File: config.mk
export PLATFORM = sky130hd
export DESIGN_NAME = rgba16_unpremultiply_to_rgba8
export DESIGN_NICKNAME = d
export VERILOG_FILES = /design/src/sv/rgbu_pkg.sv /design/src/sv/rgba16_unpremultiply_to_rgba8.sv /design/src/sv/rgbu_lane.sv /design/src/sv/rgbu_merge.sv
export SDC_FILE = /design/constraint.sdc
export NUM_CORES = 2
export LEC_CHECK = 0
export BUFFER_PORTS_ARGS = -buffer_cell sky130_fd_sc_hd__buf_2
export CAP_MARGIN = 0
export CORE_MARGIN = 1
export CORE_UTILIZATION = 60
export DETAILED_ROUTE_END_ITERATION = 10
export GPL_TIMING_DRIVEN = 0
export PLACE_DENSITY = 0.76
export SYNTH_ARGS = -nofsm -noshare
export SYNTH_HDL_FRONTEND = slang
export SYNTH_SLANG_ARGS = --single-unit
File: constraint.sdc
create_clock -name aclk -period 52.8 [get_ports aclk]
set_clock_uncertainty 0.05 [all_clocks]
set_input_delay 0 -clock aclk [delete_from_list [all_inputs] [get_ports aclk]]
set_output_delay 0 -clock aclk [all_outputs]
set_load 0.01 [all_outputs]
File: src/sv/rgbu_pkg.sv
// shared types, constants and helpers of the rgba16 unpremultiply block
// no dependencies
`default_nettype none

package rgbu_pkg;

    localparam int CH_W        = 16;
    localparam int OUT_W       = 8;
    localparam int NUM_LANES   = 3;
    localparam int NUM_CH      = NUM_LANES + 1;
    localparam int DATA_IN_W   = CH_W * NUM_CH;
    localparam int DATA_OUT_W  = OUT_W * NUM_CH;
    localparam int PROD_W      = 2 * CH_W;
    localparam int QUO_W       = OUT_W;
    localparam int PRE_SHIFT   = 8;
    localparam int LANE_STAGES = QUO_W + 1;
    localparam int FMT_W       = 2;

    localparam logic [OUT_W-1:0] SAT_MAX = '1;

    typedef enum logic [FMT_W-1:0] {
        FMT_RGBA8_STRAIGHT  = 2'd0,
        FMT_RGBA16_PREMUL   = 2'd1,
        FMT_RGBA16_STRAIGHT = 2'd2
    } fmt_t;

    // pipeline control from the top level
    typedef struct packed {
        logic advance;
        logic out_load;
        logic out_sel_skid;
        logic skid_load;
    } pipe_ctl_t;

    // what one lane hands to the merge stage
    typedef struct packed {
        logic [QUO_W-1:0] quo;
        logic             sat;
        logic             zero;
        logic [OUT_W-1:0] pass;
    } lane_res_t;

    // per-pixel sideband that rides beside the lanes
    typedef struct packed {
        logic [FMT_W-1:0] fmt;
        logic [OUT_W-1:0] alpha;
    } side_t;

    // byte taken straight from a channel: low byte for 8-bit, high byte for 16-bit
    function automatic logic [OUT_W-1:0] pass_byte(input logic [FMT_W-1:0] fmt,
                                                   input logic [CH_W-1:0]  c);
        logic [OUT_W-1:0] b;
        case (fmt)
            FMT_RGBA8_STRAIGHT:  b = c[OUT_W-1:0];
            FMT_RGBA16_PREMUL:   b = c[CH_W-1:CH_W-OUT_W];
            FMT_RGBA16_STRAIGHT: b = c[CH_W-1:CH_W-OUT_W];
            default:             b = '0;
        endcase
        return b;
    endfunction

endpackage

`default_nettype wire

File: src/sv/rgba16_unpremultiply_to_rgba8.sv
// top level of the rgba16 unpremultiply block: config register, pipeline control, lanes
// depends on rgbu_pkg, rgbu_lane, rgbu_merge
//
// converts one pixel per request into 8-bit straight rgba
// - s_ channel: one pixel per request, four 16-bit channels in s_tdata
// - m_ channel: one 8-bit rgba pixel per request in m_tdata
// - cfg channel: writes source_format (0 rgba8 straight, 1 rgba16 premultiplied,
//   2 rgba16 straight, 3 gives an all-zero pixel); cfg_ready is always high,
//   write only while no pixel is in flight
// - premultiplied colour: min((c * 65535 / alpha) >> 8, 255), black at zero alpha
// - path: the entry stage loads the accepted pixel, then 8 divide stages of one
//   quotient bit each follow, then the merge register drives m_tvalid
// - throughput: one pixel per cycle while s_tready is high, every divide step is its own register stage
// - receiver stall: the merge output register holds, a one-entry skid register
//   catches the pixel leaving the lanes; s_tready drops only while the skid is full
// - reset: synchronous on aresetn low, clears all valid flags and sets
//   source_format to rgba16 premultiplied; payload registers are not reset
`default_nettype none

module rgba16_unpremultiply_to_rgba8 (
    input  wire logic                                aclk,
    input  wire logic                                aresetn,
    // slave side: red [15:0], green [31:16], blue [47:32], alpha [63:48]
    input  wire logic                                s_tvalid,
    output logic                                     s_tready,
    input  wire logic [rgbu_pkg::DATA_IN_W-1:0]      s_tdata,
    // master side: red [7:0], green [15:8], blue [23:16], alpha [31:24]
    output logic                                     m_tvalid,
    input  wire logic                                m_tready,
    output logic [rgbu_pkg::DATA_OUT_W-1:0]          m_tdata,
    // config write: source_format
    input  wire logic                                cfg_valid,
    output logic                                     cfg_ready,
    input  wire logic [rgbu_pkg::FMT_W-1:0]          cfg_data
);

    // source format register
    logic [rgbu_pkg::FMT_W-1:0] src_fmt_reg;

    always_ff @(posedge aclk) begin
        if (!aresetn) begin
            src_fmt_reg <= rgbu_pkg::FMT_RGBA16_PREMUL;
        end else if (cfg_valid && cfg_ready) begin
            src_fmt_reg <= cfg_data;
        end
    end

    assign cfg_ready = 1'b1;

    // pipeline control: all lane stages shift together while the skid is empty
    logic [rgbu_pkg::LANE_STAGES-1:0] valid_reg;
    logic [rgbu_pkg::LANE_STAGES-1:0] valid_next;
    logic                             out_valid_reg;
    logic                             out_valid_next;
    logic                             skid_valid_reg;
    logic                             skid_valid_next;
    logic                             out_free;
    logic                             arriving;
    rgbu_pkg::pipe_ctl_t              ctl;

    assign s_tready = !skid_valid_reg;
    assign out_free = !out_valid_reg || m_tready;
    // lanes shift exactly when the skid is empty
    assign arriving = !skid_valid_reg && valid_reg[rgbu_pkg::LANE_STAGES-1];

    always_comb begin
        ctl.advance      = !skid_valid_reg;
        ctl.out_sel_skid = skid_valid_reg;
        ctl.out_load     = out_free && (skid_valid_reg || arriving);
        ctl.skid_load    = !out_free && arriving;
    end

    always_comb begin
        valid_next = valid_reg;
        if (ctl.advance) begin
            valid_next = {valid_reg[rgbu_pkg::LANE_STAGES-2:0], s_tvalid};
        end
    end

    always_comb begin
        out_valid_next  = out_valid_reg;
        skid_valid_next = skid_valid_reg;
        if (out_free) begin
            // skid drains first; it is never loaded in the same cycle
            out_valid_next  = skid_valid_reg || arriving;
            skid_valid_next = 1'b0;
        end else if (arriving) begin
            skid_valid_next = 1'b1;
        end
    end

    always_ff @(posedge aclk) begin
        if (!aresetn) begin
            valid_reg      <= '0;
            out_valid_reg  <= 1'b0;
            skid_valid_reg <= 1'b0;
        end else begin
            valid_reg      <= valid_next;
            out_valid_reg  <= out_valid_next;
            skid_valid_reg <= skid_valid_next;
        end
    end

    assign m_tvalid = out_valid_reg;

    // sideband line: format and output alpha beside the lanes
    logic [rgbu_pkg::CH_W-1:0] alpha_in;
    rgbu_pkg::side_t           side_reg  [rgbu_pkg::LANE_STAGES];
    rgbu_pkg::side_t           side_next [rgbu_pkg::LANE_STAGES];

    assign alpha_in = s_tdata[rgbu_pkg::CH_W*rgbu_pkg::NUM_LANES +: rgbu_pkg::CH_W];

    // alpha is the high byte in both 16-bit modes, low byte in 8-bit mode
    assign side_next[0] = '{fmt:   src_fmt_reg,
                            alpha: rgbu_pkg::pass_byte(src_fmt_reg, alpha_in)};

    for (genvar k = 1; k < rgbu_pkg::LANE_STAGES; k++) begin : g_side
        assign side_next[k] = side_reg[k-1];
    end

    for (genvar k = 0; k < rgbu_pkg::LANE_STAGES; k++) begin : g_side_reg
        always_ff @(posedge aclk) begin
            if (ctl.advance) begin
                side_reg[k] <= side_next[k];
            end
        end
    end

    // three colour lanes
    rgbu_pkg::lane_res_t lane_res [rgbu_pkg::NUM_LANES];

    for (genvar i = 0; i < rgbu_pkg::NUM_LANES; i++) begin : g_lane
        rgbu_lane u_lane (
            .aclk   (aclk),
            .ctl    (ctl),
            .c_in   (s_tdata[rgbu_pkg::CH_W*i +: rgbu_pkg::CH_W]),
            .a_in   (alpha_in),
            .fmt_in (src_fmt_reg),
            .res    (lane_res[i])
        );
    end

    // merge, output register and skid
    rgbu_merge u_merge (
        .aclk    (aclk),
        .ctl     (ctl),
        .lanes   (lane_res),
        .side    (side_reg[rgbu_pkg::LANE_STAGES-1]),
        .pix_out (m_tdata)
    );

endmodule

`default_nettype wire

File: src/sv/rgbu_lane.sv
// one colour lane: scale by 65535 and divide by 256*alpha, one quotient bit a stage
// depends on rgbu_pkg
`default_nettype none

module rgbu_lane (
    input  wire logic                          aclk,
    input  wire rgbu_pkg::pipe_ctl_t           ctl,
    input  wire logic [rgbu_pkg::CH_W-1:0]     c_in,
    input  wire logic [rgbu_pkg::CH_W-1:0]     a_in,
    input  wire logic [rgbu_pkg::FMT_W-1:0]    fmt_in,
    output rgbu_pkg::lane_res_t                res
);

    typedef struct packed {
        logic [rgbu_pkg::PROD_W-1:0] rem;
        logic [rgbu_pkg::CH_W-1:0]   a;
        logic [rgbu_pkg::QUO_W-1:0]  quo;
        logic                        sat;
        logic                        zero;
        logic [rgbu_pkg::OUT_W-1:0]  pass;
    } stage_t;

    stage_t st_reg  [rgbu_pkg::LANE_STAGES];
    stage_t st_next [rgbu_pkg::LANE_STAGES];

    logic [rgbu_pkg::PROD_W-1:0] prod;

    // c * 65535 as (c << 16) - c
    assign prod = {c_in, {rgbu_pkg::CH_W{1'b0}}} - {{rgbu_pkg::CH_W{1'b0}}, c_in};

    // colour above alpha always saturates, so the quotient fits in QUO_W bits otherwise
    assign st_next[0] = '{rem:  prod,
                          a:    a_in,
                          quo:  '0,
                          sat:  (c_in > a_in),
                          zero: (a_in == '0),
                          pass: rgbu_pkg::pass_byte(fmt_in, c_in)};

    always_ff @(posedge aclk) begin
        if (ctl.advance) begin
            st_reg[0] <= st_next[0];
        end
    end

    for (genvar k = 1; k < rgbu_pkg::LANE_STAGES; k++) begin : g_step
        localparam int SH = rgbu_pkg::PRE_SHIFT + rgbu_pkg::QUO_W - k;

        logic [rgbu_pkg::PROD_W-1:0] div;
        logic                        ge;

        assign div = {{rgbu_pkg::CH_W{1'b0}}, st_reg[k-1].a} << SH;
        assign ge  = (st_reg[k-1].rem >= div);

        assign st_next[k] = '{rem:  ge ? (st_reg[k-1].rem - div) : st_reg[k-1].rem,
                              a:    st_reg[k-1].a,
                              quo:  {st_reg[k-1].quo[rgbu_pkg::QUO_W-2:0], ge},
                              sat:  st_reg[k-1].sat,
                              zero: st_reg[k-1].zero,
                              pass: st_reg[k-1].pass};

        always_ff @(posedge aclk) begin
            if (ctl.advance) begin
                st_reg[k] <= st_next[k];
            end
        end
    end

    assign res = '{quo:  st_reg[rgbu_pkg::LANE_STAGES-1].quo,
                   sat:  st_reg[rgbu_pkg::LANE_STAGES-1].sat,
                   zero: st_reg[rgbu_pkg::LANE_STAGES-1].zero,
                   pass: st_reg[rgbu_pkg::LANE_STAGES-1].pass};

endmodule

`default_nettype wire

File: src/sv/rgbu_merge.sv
// merge stage: picks each lane's byte by format, packs the pixel, output and skid registers
// depends on rgbu_pkg
`default_nettype none

module rgbu_merge (
    input  wire logic                                aclk,
    input  wire rgbu_pkg::pipe_ctl_t                 ctl,
    input  wire rgbu_pkg::lane_res_t                 lanes [rgbu_pkg::NUM_LANES],
    input  wire rgbu_pkg::side_t                     side,
    output logic [rgbu_pkg::DATA_OUT_W-1:0]          pix_out
);

    logic [rgbu_pkg::DATA_OUT_W-1:0] pix_next;
    logic [rgbu_pkg::DATA_OUT_W-1:0] out_reg;
    logic [rgbu_pkg::DATA_OUT_W-1:0] out_next;
    logic [rgbu_pkg::DATA_OUT_W-1:0] skid_reg;

    always_comb begin
        pix_next = '0;
        for (int i = 0; i < rgbu_pkg::NUM_LANES; i++) begin
            if (side.fmt == rgbu_pkg::FMT_RGBA16_PREMUL) begin
                if (lanes[i].zero) begin
                    pix_next[rgbu_pkg::OUT_W*i +: rgbu_pkg::OUT_W] = '0;
                end else if (lanes[i].sat) begin
                    pix_next[rgbu_pkg::OUT_W*i +: rgbu_pkg::OUT_W] = rgbu_pkg::SAT_MAX;
                end else begin
                    pix_next[rgbu_pkg::OUT_W*i +: rgbu_pkg::OUT_W] = lanes[i].quo;
                end
            end else begin
                pix_next[rgbu_pkg::OUT_W*i +: rgbu_pkg::OUT_W] = lanes[i].pass;
            end
        end
        pix_next[rgbu_pkg::OUT_W*rgbu_pkg::NUM_LANES +: rgbu_pkg::OUT_W] = side.alpha;
    end

    assign out_next = ctl.out_sel_skid ? skid_reg : pix_next;

    always_ff @(posedge aclk) begin
        if (ctl.out_load) begin
            out_reg <= out_next;
        end
        if (ctl.skid_load) begin
            skid_reg <= pix_next;
        end
    end

    assign pix_out = out_reg;

endmodule

`default_nettype wire

==> results.ini <==
[status]
outcome = finished, final reports clean

[synth]
synth-seq-cells = 1423
async_reset_ff_share_pct = 0
synth.avg_cell_area_um2 = 12.6
ys.warnings.count = 0
ys_types = 86
synth_nets = 6117
seq_area_frac_synth_pct = 60.7
synthCells = 5588
synth_flop_cell = edfxtp_1
synth_edf_count = 1410
syn_area_um2 = 70200

[run]
maxCapViolCount = 0

[final_layout]
fillers = 8157
fin_area_um2 = 79400
nets = 6537
multiInputGateArea_um2 = 26100
final_cells = 7651
seq_area_um2 = 42600
final_common_cell = edfxtp_1
final_cell_mix = edfxtp_1 (1410), ha_1 (437), a21oi_1 (429)
largest_register_ffs = 1256
drive_gt1_share_pct = 8.17
area_delta_synth_final_pct = 13.1

[route]
vias_per_cell = 6.13
ant_nets = 0
first_pass_iters = 6
wirelength_um = 191000
wl_per_cell_um = 24.9
vias = 46889
drcViolationCount = 0
drt_iter0_drc = 3801

[floorplanning]
die_area_um2 = 118000
num_rows = 125
initial_core_util_pct = 60.5
die-height_um = 344
core_um2 = 116000
ioPinCount = 106
die_w_um = 344

[critical_path]
critPathSlowestCell = dfxtp_1
end_kind = primary output
path_class = register to primary output
crit_path_max_fanout = 47
rr_startpoint = g_lane[0].u_lane.st_reg[0][283]$_DFFE_PN_
start_kind = register
cp_cell_sequence = clkinv_1 > buf_2 > buf_12 > buf_12 > buf_12 > buf_12 > buf_12 > buf_12 > buf_12 > buf_12 > buf_12 > buf_2
worst_r2r_endpoint = g_lane[2].u_lane.st_reg[0][388]$_DFFE_PN_
arrival_ps = 4740
cpMostUsedCell = buf_12
crit_required_ps = 52750
critPathBufInv = 12
r2r_setup_slack_ps = 48500
ff2ff_path_depth = 10
cpPeakStageDelay_ps = 450
worstSetupPathDepth = 12
crit_family = buffers and inverters

[placed_design]
place_inst = 7253
io_buffers = 104
hpwl_um = 144000
place.gp.congestion = 0.967
placed_cell_area_um2 = 73400

[sta]
drv_slew = 0
fin_crit_sh_pct = 9.07
fin_crit_ps = 4790
setup_tns_ps = 0
finalHoldViolations = 0
rsz0062_at_grt = no
clock.fmax_ghz = 0.209
slew_headroom_pct = 16.6
max_slew.worst_pin.slew_ps = 1240
setup_violations = 0

[clock_tree]
cts_made_buffers = 144
clock_latency_ps = 780
clk_pin_slew_worst_paths_ps = 70
cts_tree = done
cts.sinks = 1423
clockBufferDepth = 3
h-tree-depth = 4
cts-root-buf = clkbuf_16
post_cts_buffers = 0
cts-resized-gates = 0

[global_route]
antenna_found_initial = 13
grt_start_max_net_pins = 48
grt-ovfl-total = 0
grt_pass1_vias = 45794
grt_pass1_wl_um = 280000
grt_usage_pct = 32.2

[power_and_ir_drop]
p_per_area_nw_per_um2 = 51.6
p_leak_nw = 30.9
peakVddDrop_uv = 35.2
power.total_mw = 4.09

[worst_hold_path]
hold_depth = 4
hp-start = m_tready
hold_path.class = input pin to register
hold_end = skid_valid_reg$_SDFFE_PP0P_

==> how the worst max path moves through the flow <==
stage / start / end / slack, ps
after floorplan: skid_valid_reg$_SDFFE_PP0P_ / u_merge.pix_out[15]$_DFFE_PP_ / 11030
after global placement: skid_valid_reg$_SDFFE_PP0P_ / u_merge.pix_out[20]$_DFFE_PP_ / -1540
after detailed placement: g_lane[0].u_lane.st_reg[0][415]$_DFFE_PN_ / g_lane[0].u_lane.st_reg[0][516]$_DFFE_PN_ / 48430
after CTS: skid_valid_reg$_SDFFE_PP0P_ / s_tready / 48010
after global routing: skid_valid_reg$_SDFFE_PP0P_ / s_tready / 47780
final: skid_valid_reg$_SDFFE_PP0P_ / s_tready / 48010
==> metal layers <==
| metal | global-route usage [%] | vias to the layer above | share of wire [%] |
|---|---|---|---|
| li1 | - | 22025 | - |
| met1 | 38.5 | 22486 | 38 |
| met2 | 55.4 | 1879 | 49 |
| met3 | 4.37 | 499 | 5.7 |
| met4 | 19.6 | 0 | 6.7 |
| met5 | 0 | - | 0 |
==> layout make-up <==
type,instances,area share (%)
antenna,6,0.0189
buffer,128,0.626
clock buffer,175,4.84
clock inverter,84,1.05
inverter,271,1.28
multi-input combinational,3766,32.9
sequential,1423,53.7
tap,1524,2.40
timing repair buffer,274,3.23
==> Yosys cell counts (19+ instances only) <==
library cell     n  area share [%]
fa_1            21            0.60
o21ai_0        334             2.4
nand2_1        355             1.9
nor4_1          68            0.61
a21oi_1        429             3.1
ha_1           437             7.8
inv_1          268             1.4
o21bai_1        32            0.34
mux2_2          95             1.5
nand3_1         74            0.53
or2_2           21            0.19
edfxtp_1      1410              60
or3_1           51            0.45
nor4b_1         25            0.31
a211oi_1        40            0.43
or4_1           21            0.22
o21a_1          46            0.49
xnor2_1        201             2.5
o211ai_1        19            0.20
o31ai_1         62            0.66
xor2_1         173             2.2
a31oi_1         34            0.30
and2_1          30            0.27
o41ai_1         19            0.24
nand4_1         58            0.52
and3_1          28            0.25
nand2b_1        61            0.54
nor2_1         428             2.3
nor2b_1         80            0.71
clkbuf_1       108            0.58
a21o_1         144             1.5
a22oi_1         34            0.36
nor3_1         108            0.77
==> repair_timing <==
| action | in CTS | in global routing |
|---|---|---|
| hold buffers | 133 | 0 |
| setup endpoints to repair | 0 | 0 |
| endpoints found under the hold margin | 189 | 0 |
==> metrics by stage <==
step / hold WS (ps) / util [%] / setup slack [ps]
6_report: 131 / 68.4 / 48010
5_1_grt: 122 / 68.4 / 47780
4_1_cts: 50.1 / 68.4 / 48010
3_5_place_dp: 186 / 63.2 / 48430
3_3_place_gp: 184 / 62.6 / -1540
2_1_floorplan: 48.9 / - / 11030
==> cells by family after synthesis <==
kind of cell,synth area share (%)
AND/OR/NAND/NOR,10.4
flip-flops,60.7
AO/OA/AOI/OAI,11.9
adder cells (fa/ha/maj),8.39
buffers and inverters,2.15
XOR/XNOR,4.67
multiplexers,1.77
other,0.00534
==> report_power, final <==
part / total, mW / internal (mW) / switching [mW] / leakage (nW)
registers: 1.74 / 1.58 / 0.160 / 14.9
logic: 1.35 / 0.566 / 0.779 / 13.8
clock network: 1.01 / 0.580 / 0.433 / 2.25
==> tightest hold or removal path, cell delays in order <==
cell	delay (ps)
dlygate4sd3_1	530
buf_2	100
nand2b_1	190
nor3b_1	90
Power figures use the tool's default switching activity.
